File: src/tng_pkg.sv
// ----------------------------------------------------------------------------
// tng_pkg: shared types and constants of the torus neighborhood index generator
// Register map, slot fields and sequencer phase codes.
// ----------------------------------------------------------------------------
package tng_pkg;

  // Configuration register file
  localparam int unsigned CFG_W     = 17;
  localparam int unsigned CFG_IDX_W = 2;
  localparam int unsigned RADIUS_W  = 2;

  typedef enum logic [CFG_IDX_W-1:0] {
    REG_CELL_COUNT = 2'd0,
    REG_COLUMNS    = 2'd1,
    REG_RADIUS     = 2'd2,
    REG_ADD_ARMS   = 2'd3
  } cfg_reg_e;

  localparam logic [CFG_W-1:0]    CELL_COUNT_RST = 17'd65536;
  localparam logic [CFG_W-1:0]    COLUMNS_RST    = 17'd256;
  localparam logic [RADIUS_W-1:0] RADIUS_RST     = 2'd1;

  // Neighbor list
  localparam int unsigned SLOT_W = 6;
  localparam logic [SLOT_W-1:0] ARM_COUNT = 6'd4;

  // Sequencer walk: the cell itself, the square, then the four arms
  typedef enum logic [1:0] {
    PH_CENTER,
    PH_SQUARE,
    PH_ARM
  } seq_phase_e;

  // Per-beat tag that rides along the datapath
  typedef struct packed {
    logic [SLOT_W-1:0] slot;
    logic              last;
  } tng_meta_t;

endpackage

File: src/tng_wrap_pipe.sv
// ----------------------------------------------------------------------------
// tng_wrap_pipe: pipelined modulo wrap of a linear cell index
// Adds a signed offset to the cell, then reduces the sum modulo the cell
// count with one restoring subtract stage per quotient bit.
// ----------------------------------------------------------------------------
module tng_wrap_pipe import tng_pkg::*; #(
  parameter int unsigned INDEX_BITS = 16,
  parameter int unsigned OFF_W      = 22
) (
  input  logic                         clk_i,
  input  logic                         rst_ni,
  input  logic                         en_i,
  input  logic [CFG_W-1:0]             modulus_i,
  input  logic                         valid_i,
  input  logic [INDEX_BITS-1:0]        cell_i,
  input  logic signed [OFF_W-1:0]      offset_i,
  input  tng_meta_t                    meta_i,
  output logic                         valid_o,
  output logic [INDEX_BITS-1:0]        index_o,
  output tng_meta_t                    meta_o
);

  localparam int unsigned MAG_W = (INDEX_BITS > OFF_W - 1) ? INDEX_BITS : OFF_W - 1;
  localparam int unsigned SUM_W = MAG_W + 2;
  localparam int unsigned ABS_W = SUM_W - 1;
  // |sum| < 2^ABS_W <= modulus * 2^ABS_W, so ABS_W quotient bits suffice
  localparam int unsigned NSTG  = ABS_W;
  localparam int unsigned CMP_W = ABS_W + CFG_W;

  logic                     vld_q  [NSTG+1];
  logic                     neg_q  [NSTG+1];
  logic [ABS_W-1:0]         rem_q  [NSTG+1];
  tng_meta_t                meta_q [NSTG+1];

  // Sum, sign and magnitude
  logic signed [SUM_W-1:0] sum;
  logic                    sum_neg;
  logic [SUM_W-1:0]        sum_mag;

  assign sum = signed'(SUM_W'(cell_i)) + SUM_W'(offset_i);
  assign sum_neg = sum[SUM_W-1];
  assign sum_mag = sum_neg ? SUM_W'(-sum) : SUM_W'(sum);

  always_ff @(posedge clk_i or negedge rst_ni) begin
    if (!rst_ni) begin
      vld_q[0] <= 1'b0;
    end else if (en_i) begin
      vld_q[0] <= valid_i;
    end
  end

  always_ff @(posedge clk_i) begin
    if (en_i) begin
      neg_q[0]  <= sum_neg;
      rem_q[0]  <= sum_mag[ABS_W-1:0];
      meta_q[0] <= meta_i;
    end
  end

  // Restoring reduction, highest multiple first
  for (genvar j = 0; j < NSTG; j++) begin : g_stage
    logic [CMP_W-1:0] mult;
    logic [CMP_W-1:0] rem_x;
    logic [ABS_W-1:0] rem_d;

    assign mult  = CMP_W'(modulus_i) << (NSTG - 1 - j);
    assign rem_x = CMP_W'(rem_q[j]);
    assign rem_d = (rem_x >= mult) ? ABS_W'(rem_x - mult) : rem_q[j];

    always_ff @(posedge clk_i or negedge rst_ni) begin
      if (!rst_ni) begin
        vld_q[j+1] <= 1'b0;
      end else if (en_i) begin
        vld_q[j+1] <= vld_q[j];
      end
    end

    always_ff @(posedge clk_i) begin
      if (en_i) begin
        neg_q[j+1]  <= neg_q[j];
        rem_q[j+1]  <= rem_d;
        meta_q[j+1] <= meta_q[j];
      end
    end
  end

  // Negative sums fold back from the top of the range
  logic [CFG_W-1:0]      rem_fin;
  logic [CFG_W-1:0]      wrap_d;
  logic                  out_vld_q;
  logic [INDEX_BITS-1:0] out_idx_q;
  tng_meta_t             out_meta_q;

  assign rem_fin = CFG_W'(rem_q[NSTG]);
  assign wrap_d  = (neg_q[NSTG] && (rem_fin != '0)) ? modulus_i - rem_fin : rem_fin;

  always_ff @(posedge clk_i or negedge rst_ni) begin
    if (!rst_ni) begin
      out_vld_q <= 1'b0;
    end else if (en_i) begin
      out_vld_q <= vld_q[NSTG];
    end
  end

  always_ff @(posedge clk_i) begin
    if (en_i) begin
      out_idx_q  <= INDEX_BITS'(wrap_d);
      out_meta_q <= meta_q[NSTG];
    end
  end

  assign valid_o = out_vld_q;
  assign index_o = out_idx_q;
  assign meta_o  = out_meta_q;

endmodule

File: src/torus_neighbourhood_index_gen.sv
// ----------------------------------------------------------------------------
// torus_neighbourhood_index_gen: neighbor index list of a cell on a torus
// Walks the neighborhood of one cell and emits each wrapped linear index.
// ----------------------------------------------------------------------------
// One input beat (a cell index) yields one output beat per neighbor, one per
// cycle while the output is not stalled: 1 + ((2r+1)^2 - 1) + 4*arms beats,
// that is 5 at radius 0, 9 or 13 at radius 1, 25 or 29 at radius 2 and 49 or
// 53 at radius 3. The front-end sequencer issues one neighbor offset per cycle
// and takes the next cell in the cycle its final neighbor leaves, so cells
// follow back to back and, unless stalled, the output runs at one beat per
// cycle. The first beat of a cell passes two front stages, one sum stage, one
// reduction stage per bit of the sum magnitude and one output stage. An output
// stall freezes the whole pipe. The user must write configuration only while
// no cell is in flight; the block itself does not enforce it.
module torus_neighbourhood_index_gen import tng_pkg::*; #(
  parameter int unsigned MAX_RADIUS = 3,
  parameter int unsigned INDEX_BITS = 16
) (
  input  logic                  clk_i,
  input  logic                  rst_ni,
  // configuration
  input  logic                  cfg_we_i,
  input  logic [CFG_IDX_W-1:0]  cfg_addr_i,
  input  logic [CFG_W-1:0]      cfg_wdata_i,
  // cell channel
  input  logic                  in_valid_i,
  output logic                  in_stall_o,
  input  logic [INDEX_BITS-1:0] cell_index_i,
  // neighbor channel
  output logic                  out_valid_o,
  input  logic                  out_stall_i,
  output logic [INDEX_BITS-1:0] neighbour_index_o,
  output logic [SLOT_W-1:0]     slot_o,
  output logic                  last_o
);

  localparam int unsigned DW    = $clog2(MAX_RADIUS + 2) + 2;
  localparam int unsigned OFF_W = CFG_W + DW;
  localparam logic [32:0] LIMIT = 33'(1) << INDEX_BITS;
  localparam logic signed [DW-1:0] ONE_S = DW'(1);

  // Configuration registers
  logic [CFG_W-1:0]    cell_count_q;
  logic [CFG_W-1:0]    columns_q;
  logic [RADIUS_W-1:0] radius_q;
  logic                add_arms_q;

  always_ff @(posedge clk_i or negedge rst_ni) begin
    if (!rst_ni) begin
      cell_count_q <= CELL_COUNT_RST;
      columns_q    <= COLUMNS_RST;
      radius_q     <= RADIUS_RST;
      add_arms_q   <= 1'b0;
    end else if (cfg_we_i) begin
      unique case (cfg_addr_i)
        REG_CELL_COUNT: cell_count_q <= cfg_wdata_i;
        REG_COLUMNS:    columns_q    <= cfg_wdata_i;
        REG_RADIUS:     radius_q     <= cfg_wdata_i[RADIUS_W-1:0];
        REG_ADD_ARMS:   add_arms_q   <= cfg_wdata_i[0];
        default: ;
      endcase
    end
  end

  // Effective settings: clamped modulus and radius, forced arms
  logic [CFG_W-1:0]    modulus;
  logic [RADIUS_W-1:0] r_eff;
  logic                arms_eff;
  logic [SLOT_W-1:0]   side;
  logic [SLOT_W-1:0]   total_m1;
  logic signed [DW-1:0] r_s;
  logic signed [DW-1:0] d_s;

  always_comb begin
    if (cell_count_q == '0) begin
      modulus = CFG_W'(1);
    end else if (33'(cell_count_q) > LIMIT) begin
      modulus = LIMIT[CFG_W-1:0];
    end else begin
      modulus = cell_count_q;
    end
  end

  assign r_eff    = (radius_q > RADIUS_W'(MAX_RADIUS)) ? RADIUS_W'(MAX_RADIUS) : radius_q;
  assign arms_eff = add_arms_q || (r_eff == '0);
  assign side     = SLOT_W'({r_eff, 1'b1});
  assign total_m1 = SLOT_W'(side * side) + (arms_eff ? ARM_COUNT : '0) - SLOT_W'(1);
  assign r_s      = signed'(DW'(r_eff));
  assign d_s      = r_s + ONE_S;

  // Stage 0: neighbor sequencer
  logic                 s0_valid_q;
  logic [INDEX_BITS-1:0] s0_cell_q;
  logic [SLOT_W-1:0]    s0_slot_q;
  logic                 s0_last_q;
  logic signed [DW-1:0] s0_dr_q;
  logic signed [DW-1:0] s0_dc_q;
  seq_phase_e           s0_phase_q;
  logic [1:0]           s0_arm_q;

  logic                 adv;
  logic                 take;
  logic signed [DW-1:0] nx_dr;
  logic signed [DW-1:0] nx_dc;
  seq_phase_e           nx_phase;
  logic [1:0]           nx_arm;
  logic                 to_arms;
  logic [SLOT_W-1:0]    nx_slot;

  assign adv        = !out_valid_o || !out_stall_i;
  assign take       = adv && (!s0_valid_q || s0_last_q);
  assign in_stall_o = !take;
  assign nx_slot    = s0_slot_q + SLOT_W'(1);

  // Next offset in the walk
  always_comb begin
    nx_dr    = s0_dr_q;
    nx_dc    = s0_dc_q;
    nx_phase = s0_phase_q;
    nx_arm   = s0_arm_q;
    to_arms  = 1'b0;
    case (s0_phase_q)
      PH_CENTER: begin
        if (r_eff == '0) begin
          to_arms = 1'b1;
        end else begin
          nx_phase = PH_SQUARE;
          nx_dr    = -r_s;
          nx_dc    = -r_s;
        end
      end
      PH_SQUARE: begin
        if (s0_dc_q == r_s) begin
          if (s0_dr_q == r_s) begin
            to_arms = 1'b1;
          end else begin
            nx_dr = s0_dr_q + ONE_S;
            nx_dc = -r_s;
          end
        end else if ((s0_dr_q == '0) && (s0_dc_q == -ONE_S)) begin
          nx_dc = ONE_S;  // skip the center cell
        end else begin
          nx_dc = s0_dc_q + ONE_S;
        end
      end
      default: begin
        nx_arm = s0_arm_q + 2'd1;
      end
    endcase
    if (to_arms) begin
      nx_phase = PH_ARM;
      nx_arm   = 2'd0;
    end
    // Arms in order N, W, E, S
    if (nx_phase == PH_ARM) begin
      unique case (nx_arm)
        2'd0: begin nx_dr = -d_s; nx_dc = '0;   end
        2'd1: begin nx_dr = '0;   nx_dc = -d_s; end
        2'd2: begin nx_dr = '0;   nx_dc = d_s;  end
        default: begin nx_dr = d_s; nx_dc = '0; end
      endcase
    end
  end

  always_ff @(posedge clk_i or negedge rst_ni) begin
    if (!rst_ni) begin
      s0_valid_q <= 1'b0;
    end else if (adv) begin
      s0_valid_q <= (s0_valid_q && !s0_last_q) || in_valid_i;
    end
  end

  always_ff @(posedge clk_i) begin
    if (adv) begin
      if (s0_valid_q && !s0_last_q) begin
        s0_slot_q  <= nx_slot;
        s0_last_q  <= (nx_slot == total_m1);
        s0_dr_q    <= nx_dr;
        s0_dc_q    <= nx_dc;
        s0_phase_q <= nx_phase;
        s0_arm_q   <= nx_arm;
      end else if (in_valid_i) begin
        s0_cell_q  <= cell_index_i;
        s0_slot_q  <= '0;
        s0_last_q  <= (total_m1 == '0);
        s0_dr_q    <= '0;
        s0_dc_q    <= '0;
        s0_phase_q <= PH_CENTER;
        s0_arm_q   <= 2'd0;
      end
    end
  end

  // Stage 1: linear offset dr*columns + dc
  logic signed [OFF_W:0]   prod;
  logic signed [OFF_W-1:0] off_d;
  logic                    s1_valid_q;
  logic [INDEX_BITS-1:0]   s1_cell_q;
  logic signed [OFF_W-1:0] s1_off_q;
  tng_meta_t               s1_meta_q;

  assign prod  = s0_dr_q * $signed({1'b0, columns_q});
  assign off_d = prod[OFF_W-1:0] + {{(OFF_W-DW){s0_dc_q[DW-1]}}, s0_dc_q};

  always_ff @(posedge clk_i or negedge rst_ni) begin
    if (!rst_ni) begin
      s1_valid_q <= 1'b0;
    end else if (adv) begin
      s1_valid_q <= s0_valid_q;
    end
  end

  always_ff @(posedge clk_i) begin
    if (adv) begin
      s1_cell_q      <= s0_cell_q;
      s1_off_q       <= off_d;
      s1_meta_q.slot <= s0_slot_q;
      s1_meta_q.last <= s0_last_q;
    end
  end

  // Wrap and output register
  tng_meta_t out_meta;

  tng_wrap_pipe #(
    .INDEX_BITS (INDEX_BITS),
    .OFF_W      (OFF_W)
  ) u_wrap (
    .clk_i     (clk_i),
    .rst_ni    (rst_ni),
    .en_i      (adv),
    .modulus_i (modulus),
    .valid_i   (s1_valid_q),
    .cell_i    (s1_cell_q),
    .offset_i  (s1_off_q),
    .meta_i    (s1_meta_q),
    .valid_o   (out_valid_o),
    .index_o   (neighbour_index_o),
    .meta_o    (out_meta)
  );

  assign slot_o = out_meta.slot;
  assign last_o = out_meta.last;

endmodule

File: config.mk
export PLATFORM = sky130hd
export DESIGN_NAME = torus_neighbourhood_index_gen
export DESIGN_NICKNAME = d
export VERILOG_FILES = /design/src/tng_pkg.sv /design/src/tng_wrap_pipe.sv /design/src/torus_neighbourhood_index_gen.sv
export SDC_FILE = /design/constraint.sdc
export NUM_CORES = 2
export LEC_CHECK = 0
export BUFFER_PORTS_ARGS = -buffer_cell sky130_fd_sc_hd__buf_2
export CAP_MARGIN = 25
export CORE_MARGIN = 2
export CORE_UTILIZATION = 30
export DETAILED_ROUTE_END_ITERATION = 6
export GPL_TIMING_DRIVEN = 1
export REMOVE_ABC_BUFFERS = 1
export SETUP_SLACK_MARGIN = 0.4
export SYNTH_ARGS = -nofsm -noshare
export SYNTH_HDL_FRONTEND = slang
export SYNTH_SLANG_ARGS = --single-unit
File: constraint.sdc
create_clock -name clk_i -period 83.6 [get_ports clk_i]
set_clock_uncertainty 0.2 [all_clocks]
set_input_delay 8.36 -clock clk_i [delete_from_list [all_inputs] [get_ports clk_i]]
set_output_delay 8.36 -clock clk_i [all_outputs]
set_load 0.02 [all_outputs]
After elaboration in Yosys (flattened, before gate mapping)
Memories as Yosys holds them, arrays and structs flattened. A register that Yosys moved wholly into a read port is not among the register bits. Index checks and enable logic that the tools add are counted.

Register bits: 161. Memory bits (writable): 690. Input port bits: 40. Output and inout port bits: 25. Logic and storage cells: 216. Memories: 3.

Memories: u_wrap.rem_q (depth 23, width 22, read ports 23, clocked after Yosys merged registers in 0, write ports 23, RTL line tng_wrap_pipe.sv:32) `logic [ABS_W-1:0] rem_q [NSTG+1];`; u_wrap.meta_q (depth 23, width 7, read ports 23, clocked after Yosys merged registers in 1, write ports 23, RTL line tng_wrap_pipe.sv:33) `tng_meta_t meta_q [NSTG+1];`; u_wrap.neg_q (depth 23, width 1, read ports 23, clocked after Yosys merged registers in 0, write ports 23, RTL line tng_wrap_pipe.sv:31) `logic neg_q [NSTG+1];`.

$add $sub $neg: 35. Multipliers: 2. $lt $le $gt $ge: 24. Eq/ne operators: 16. Mux-type cells: 61. Bitwise gates (word level): 1. Reduce and logical (&&, ||, !) cells: 32.

Operators by type and width (number): 22-bit 2-to-1 mux (23); 22-bit subtractor (17); 5-bit 2-to-1 mux (11); 5-bit case mux with 2 select lines (4); 22-bit by 38-bit >= comparator with 1-bit output (1); 22-bit by 37-bit >= comparator with 1-bit output (1); 22-bit by 36-bit >= comparator with 1-bit output (1); 22-bit by 35-bit >= comparator with 1-bit output (1); 22-bit by 34-bit >= comparator with 1-bit output (1); 17-bit 2-to-1 mux (2); 22-bit by 33-bit >= comparator with 1-bit output (1); 22-bit by 32-bit >= comparator with 1-bit output (1); 22-bit by 31-bit >= comparator with 1-bit output (1); 22-bit by 30-bit >= comparator with 1-bit output (1); 22-bit by 29-bit >= comparator with 1-bit output (1); 22-bit by 28-bit >= comparator with 1-bit output (1); 22-bit by 27-bit >= comparator with 1-bit output (1); 22-bit by 26-bit >= comparator with 1-bit output (1); 22-bit by 25-bit >= comparator with 1-bit output (1); 22-bit by 24-bit >= comparator with 1-bit output (1); 17-bit by 22-bit adder with 23-bit output (1); 22-bit by 23-bit >= comparator with 1-bit output (1); 22-bit adder (1); 22-bit by 17-bit >= comparator with 1-bit output (1); other kinds (53) (95).

Logic depth before layout (Yosys ltp)
Depth after elaboration: 12. Gate-level depth with buffers: 21. Mapped depth without buffers: 19.

By module
A second synthesis with hierarchy kept.

Cells, all modules: 3781. Area, all modules: 46662.3 sq um.

Modules (own cells, without submodules): tng_wrap_pipe (instances 1, cells each 3060, area each 38316.7 sq um, seq. area each 21861.0 sq um); torus_neighbourhood_index_gen (instances 1, cells each 721, area each 8345.5 sq um, seq. area each 3442.1 sq um).

Worst setup path after synthesis
No wires, ideal clock.

Path kind: in2out. Start: input port out_stall_i. End: output port in_stall_o. Arrival: 33.085 ns. Data required time: 75.040 ns. Slack: 41.955 ns. Stages on the path: 4. Buffers on the path: 2. Cell sequence: nand2_1 clkbuf_1 clkbuf_1 nand2_1.

Word-level cells in the longest chain between the ends: 4.

RTL lines: start: declaration (RTL line torus_neighbourhood_index_gen.sv:31) `input logic out_stall_i,`; 1-bit logical NOT (RTL line torus_neighbourhood_index_gen.sv:110) `assign adv = !out_valid_o || !out_stall_i;`; 1-bit logical OR (RTL line torus_neighbourhood_index_gen.sv:110); named net adv (RTL line torus_neighbourhood_index_gen.sv:101) `logic adv;`; 1-bit logical AND (RTL line torus_neighbourhood_index_gen.sv:111) `assign take = adv && (!s0_valid_q || s0_last_q);`; 1-bit logical NOT (RTL line torus_neighbourhood_index_gen.sv:112) `assign in_stall_o = !take;`; end: declaration (RTL line torus_neighbourhood_index_gen.sv:27) `output logic in_stall_o,`.

The timed path passes the listed nets, and every way through them passes these cells.

Final worst setup path
Start: input port out_stall_i. End: output port in_stall_o.

Word-level cells in the longest chain between the ends: 4.

RTL lines (RTL line): 1-bit logical NOT (torus_neighbourhood_index_gen.sv:110); 1-bit logical OR (torus_neighbourhood_index_gen.sv:110); 1-bit logical AND (torus_neighbourhood_index_gen.sv:111); 1-bit logical NOT (torus_neighbourhood_index_gen.sv:112).

Every way passes these cells.

==> impl_metrics.toml <==
[layout]
layout.cells.most_common = "sky130_fd_sc_hd__edfxtp_1"
drive_gt1_share_pct = 11.6
post_route_core_utilization_pct = 34.1
n_fill_cell = 15000
area_delta_synth_final_pct = 13.0
layout_common_cells = "sky130_fd_sc_hd__edfxtp_1, sky130_fd_sc_hd__ha_1, sky130_fd_sc_hd__nand2_1, sky130_fd_sc_hd__o21ai_0, sky130_fd_sc_hd__inv_1"
layout.cells.non_filler = 5909
final_net_count = 4261

[clock_network]
ctsResizeCount = 0
post_cts.repair.setup_buffers = 0
clk_root_buffer_cell = "sky130_fd_sc_hd__clkbuf_16"
clk_pin_slew_worst_paths_ns = 0.07
insertion_delay_ns = 0.70
cts_buffer_depth = 3
hold_fix_buffers_cts = 0
cts_tree = "yes"
cts_sinks = 853
deepest_level_of_the_cts_h_tree = 3
numCtsBuffers = 92

[run_status]
outcome = "complete, no violations"

[power_and_ir_drop]
worst_ir_drop_vdd_v = 0.0000249
power.share.switching_pct = 37.8
p_seq_share_pct = 34.5
power_switching_w = 0.000830
comb_power_share_pct = 47.0
pwr_density_cell_nw_per_um2 = 42.3
clock_power_share_pct = 18.5
power.internal_w = 0.00137
power_total_w = 0.00220
power.static_leakage_nw = 19.9

[critical_path]
reg2reg_from = "s0_dr_q[4]"
end_kind = "primary output"
crit_type = "in -> out"
regToRegSetupSlack_ns = 77.22
number_of_cells_on_the_worst_reg_to_reg_path = 17
timing.critical_path.mode_cell = "sky130_fd_sc_hd__buf_2"
critical_path.top_delay_family = "simple AND/OR/NAND/NOR gates"
cp.required_ns = 75.04
worstPathMaxFanout = 60
cp_slowest_stage_delay_ns = 0.53
rr_endpoint = "s1_off_q[18]"
cp_data_arrival_time_ns = 9.48
crit_path_cell_trace = "buf_2, nand2_4, nand2_1, buf_2"
cp-start-kind = "input pin"
critPathBufInv = 2
slowest_stage = "sky130_fd_sc_hd__nand2_4"

[global_route]
number_of_antenna_violations_at_the_first_check_in_global_routing = 2
grt_util_all_layers_pct = 12.4
globalRoute.totalOverflow = 0
grt_start_max_net_pins = 185
via_count_of_the_first_global_routing_pass = 27900
wire_length_of_the_first_global_routing_pass_mm = 154

[synthesis]
synth_seq_cells = 853
syn-mean-instance-area_sq_um = 12.5
synth-edff-count = 790
post_synth_num_cell_types = 87
synth_async_sr_flop_share_pct = 7.39
sequential_to_total_area_share_from_yosys_stat_pct = 55.1
ys.warnings.count = 0
synth_flop_cell = "sky130_fd_sc_hd__edfxtp_1"
syn_inst = 3671
syn-cell-area_sq_um = 45900

[floorplan]
chipHeight_um = 395
die_area_sq_um = 156000
die_width_um = 395
io_pins = 65
initial_core_util_pct = 30.2
row_count = 143
core-area_sq_um = 152000

[detailed_routing]
first_iter_violations = 1744
detail-route-antenna-nets = 0
detail_route.drc_violations = 0
wire_per_inst_um = 16.6
detailroute.via_count = 28400
drt-pass1-iter-count = 5
viasPerCell = 4.80
wirelength_mm = 97.9

[timing]
tightest_slew_ns = 1.00
rsz_0062_raised_after_global_routing = "false"
period_share_pct = 21.6
shortest_period_the_worst_path_allows_ns = 18.04
maximum_frequency_from_static_timing_analysis_ghz = 0.0554
final.setup.tns_ns = 0
finalHoldViolations = 0
setup_viol_count_final = 0
final_max_slew_viol_count = 0
max-slew-margin-rel_pct = 33.0

[worst_hold_path]
whs_endpoint = "u_wrap.meta_q[20][4]"
worstHoldStart = "u_wrap.meta_q[19][4]"
holdPathStages = 0
hold_path_class = "reg -> reg"

[placed_design]
portBuffers = 64
gp_weighted_congestion = 0.843
placed_cells = 5735
place.detailed.hpwl_mm = 68.6

[flow_run]
max_cap_viol = 0
[cells by family after synthesis]
logic type	share of synthesized area [%]
AND/OR/NAND/NOR	10.7
flip-flops	55.1
AO/OA/AOI/OAI	10.1
adder cells (fa/ha/maj)	12.9
buffers and inverters	2.38
XOR/XNOR	4.74
multiplexers	4.15
[state kept, by name, indices dropped and copies added, names as in the netlist, 6 cells and up]
register,cells
s0_cell_q,16
columns_q,17
u_wrap.meta_q,161
u_wrap.vld_q,23
s1_off_q,22
s1_meta_q,7
s1_cell_q,16
u_wrap.neg_q,23
cell_count_q,17
s0_slot_q,6
u_wrap.index_o,16
u_wrap.meta_o,7
u_wrap.rem_q,501
[cell type report]
cell class / instances / area [sq um] / area share [%]
clock inverter: 59 / 572 / 1.10
timing repair buffer: 104 / 706 / 1.36
multi-input combinational: 2539 / 19600 / 37.7
sequential: 853 / 25300 / 48.7
clock buffer: 112 / 2440 / 4.70
inverter: 211 / 792 / 1.53
antenna: 1 / 2.50 / 0.00482
tap: 2030 / 2540 / 4.89
[synth_stat cells, drive strengths merged (52+ instances only)]
library cell	instances	area [sq um]
nor2b	54	338
inv	210	788
nor2	197	739
fa	88	1760
and2	52	325
xor2	100	876
dfrtp	60	1500
nor3	60	305
ha	332	4150
a21oi	174	875
edfxtp	790	23700
o21ai	227	1150
mux2	148	1700
nand2	293	1100
nand2b	53	332
a21o	92	691
nand3	52	260
xnor2	148	1300
nor4	56	357
[per-stage QoR]
stage / cell area (sq um) / hold slack (ns) / worst slack, ns
floorplan: 45600 / 0.200 / 47.24
global placement: 48800 / 0.201 / 65.48
detailed placement: 48900 / 0.205 / 65.46
CTS: 51900 / 0.210 / 65.47
global route: 51900 / 0.210 / 65.43
finish: 51900 / 0.212 / 65.56
[how the worst max path moves through the flow]
stage | to | start | depth (start not counted)
finish | in_stall_o | out_stall_i | 4
global route | in_stall_o | out_stall_i | 4
CTS | in_stall_o | out_stall_i | 4
detailed placement | in_stall_o | out_stall_i | 4
global placement | in_stall_o | out_stall_i | 4
floorplan | in_stall_o | out_stall_i | 2
[power by group through the flow]
stage	sequential (W)	clock (W)	combinational (W)
floorplan	0.000781	0	0.000810
global placement	0.000765	0	0.00101
detailed placement	0.000767	0	0.00103
CTS	0.000760	0.000420	0.00104
global route	0.000773	0.000435	0.00117
finish	0.000759	0.000406	0.00103
[per-layer routing]
metal	share of wire [%]	GRT usage (%)	vias to the layer above	wire [um]
met4	3.1	4.18	0	3020
met3	5.5	2.75	173	5390
met2	45	19.6	582	44100
li1	-	-	13900	-
met1	46	16.7	13700	45300
met5	0	0	-	0
No activity file was read; power rests on OpenSTA's default activity.
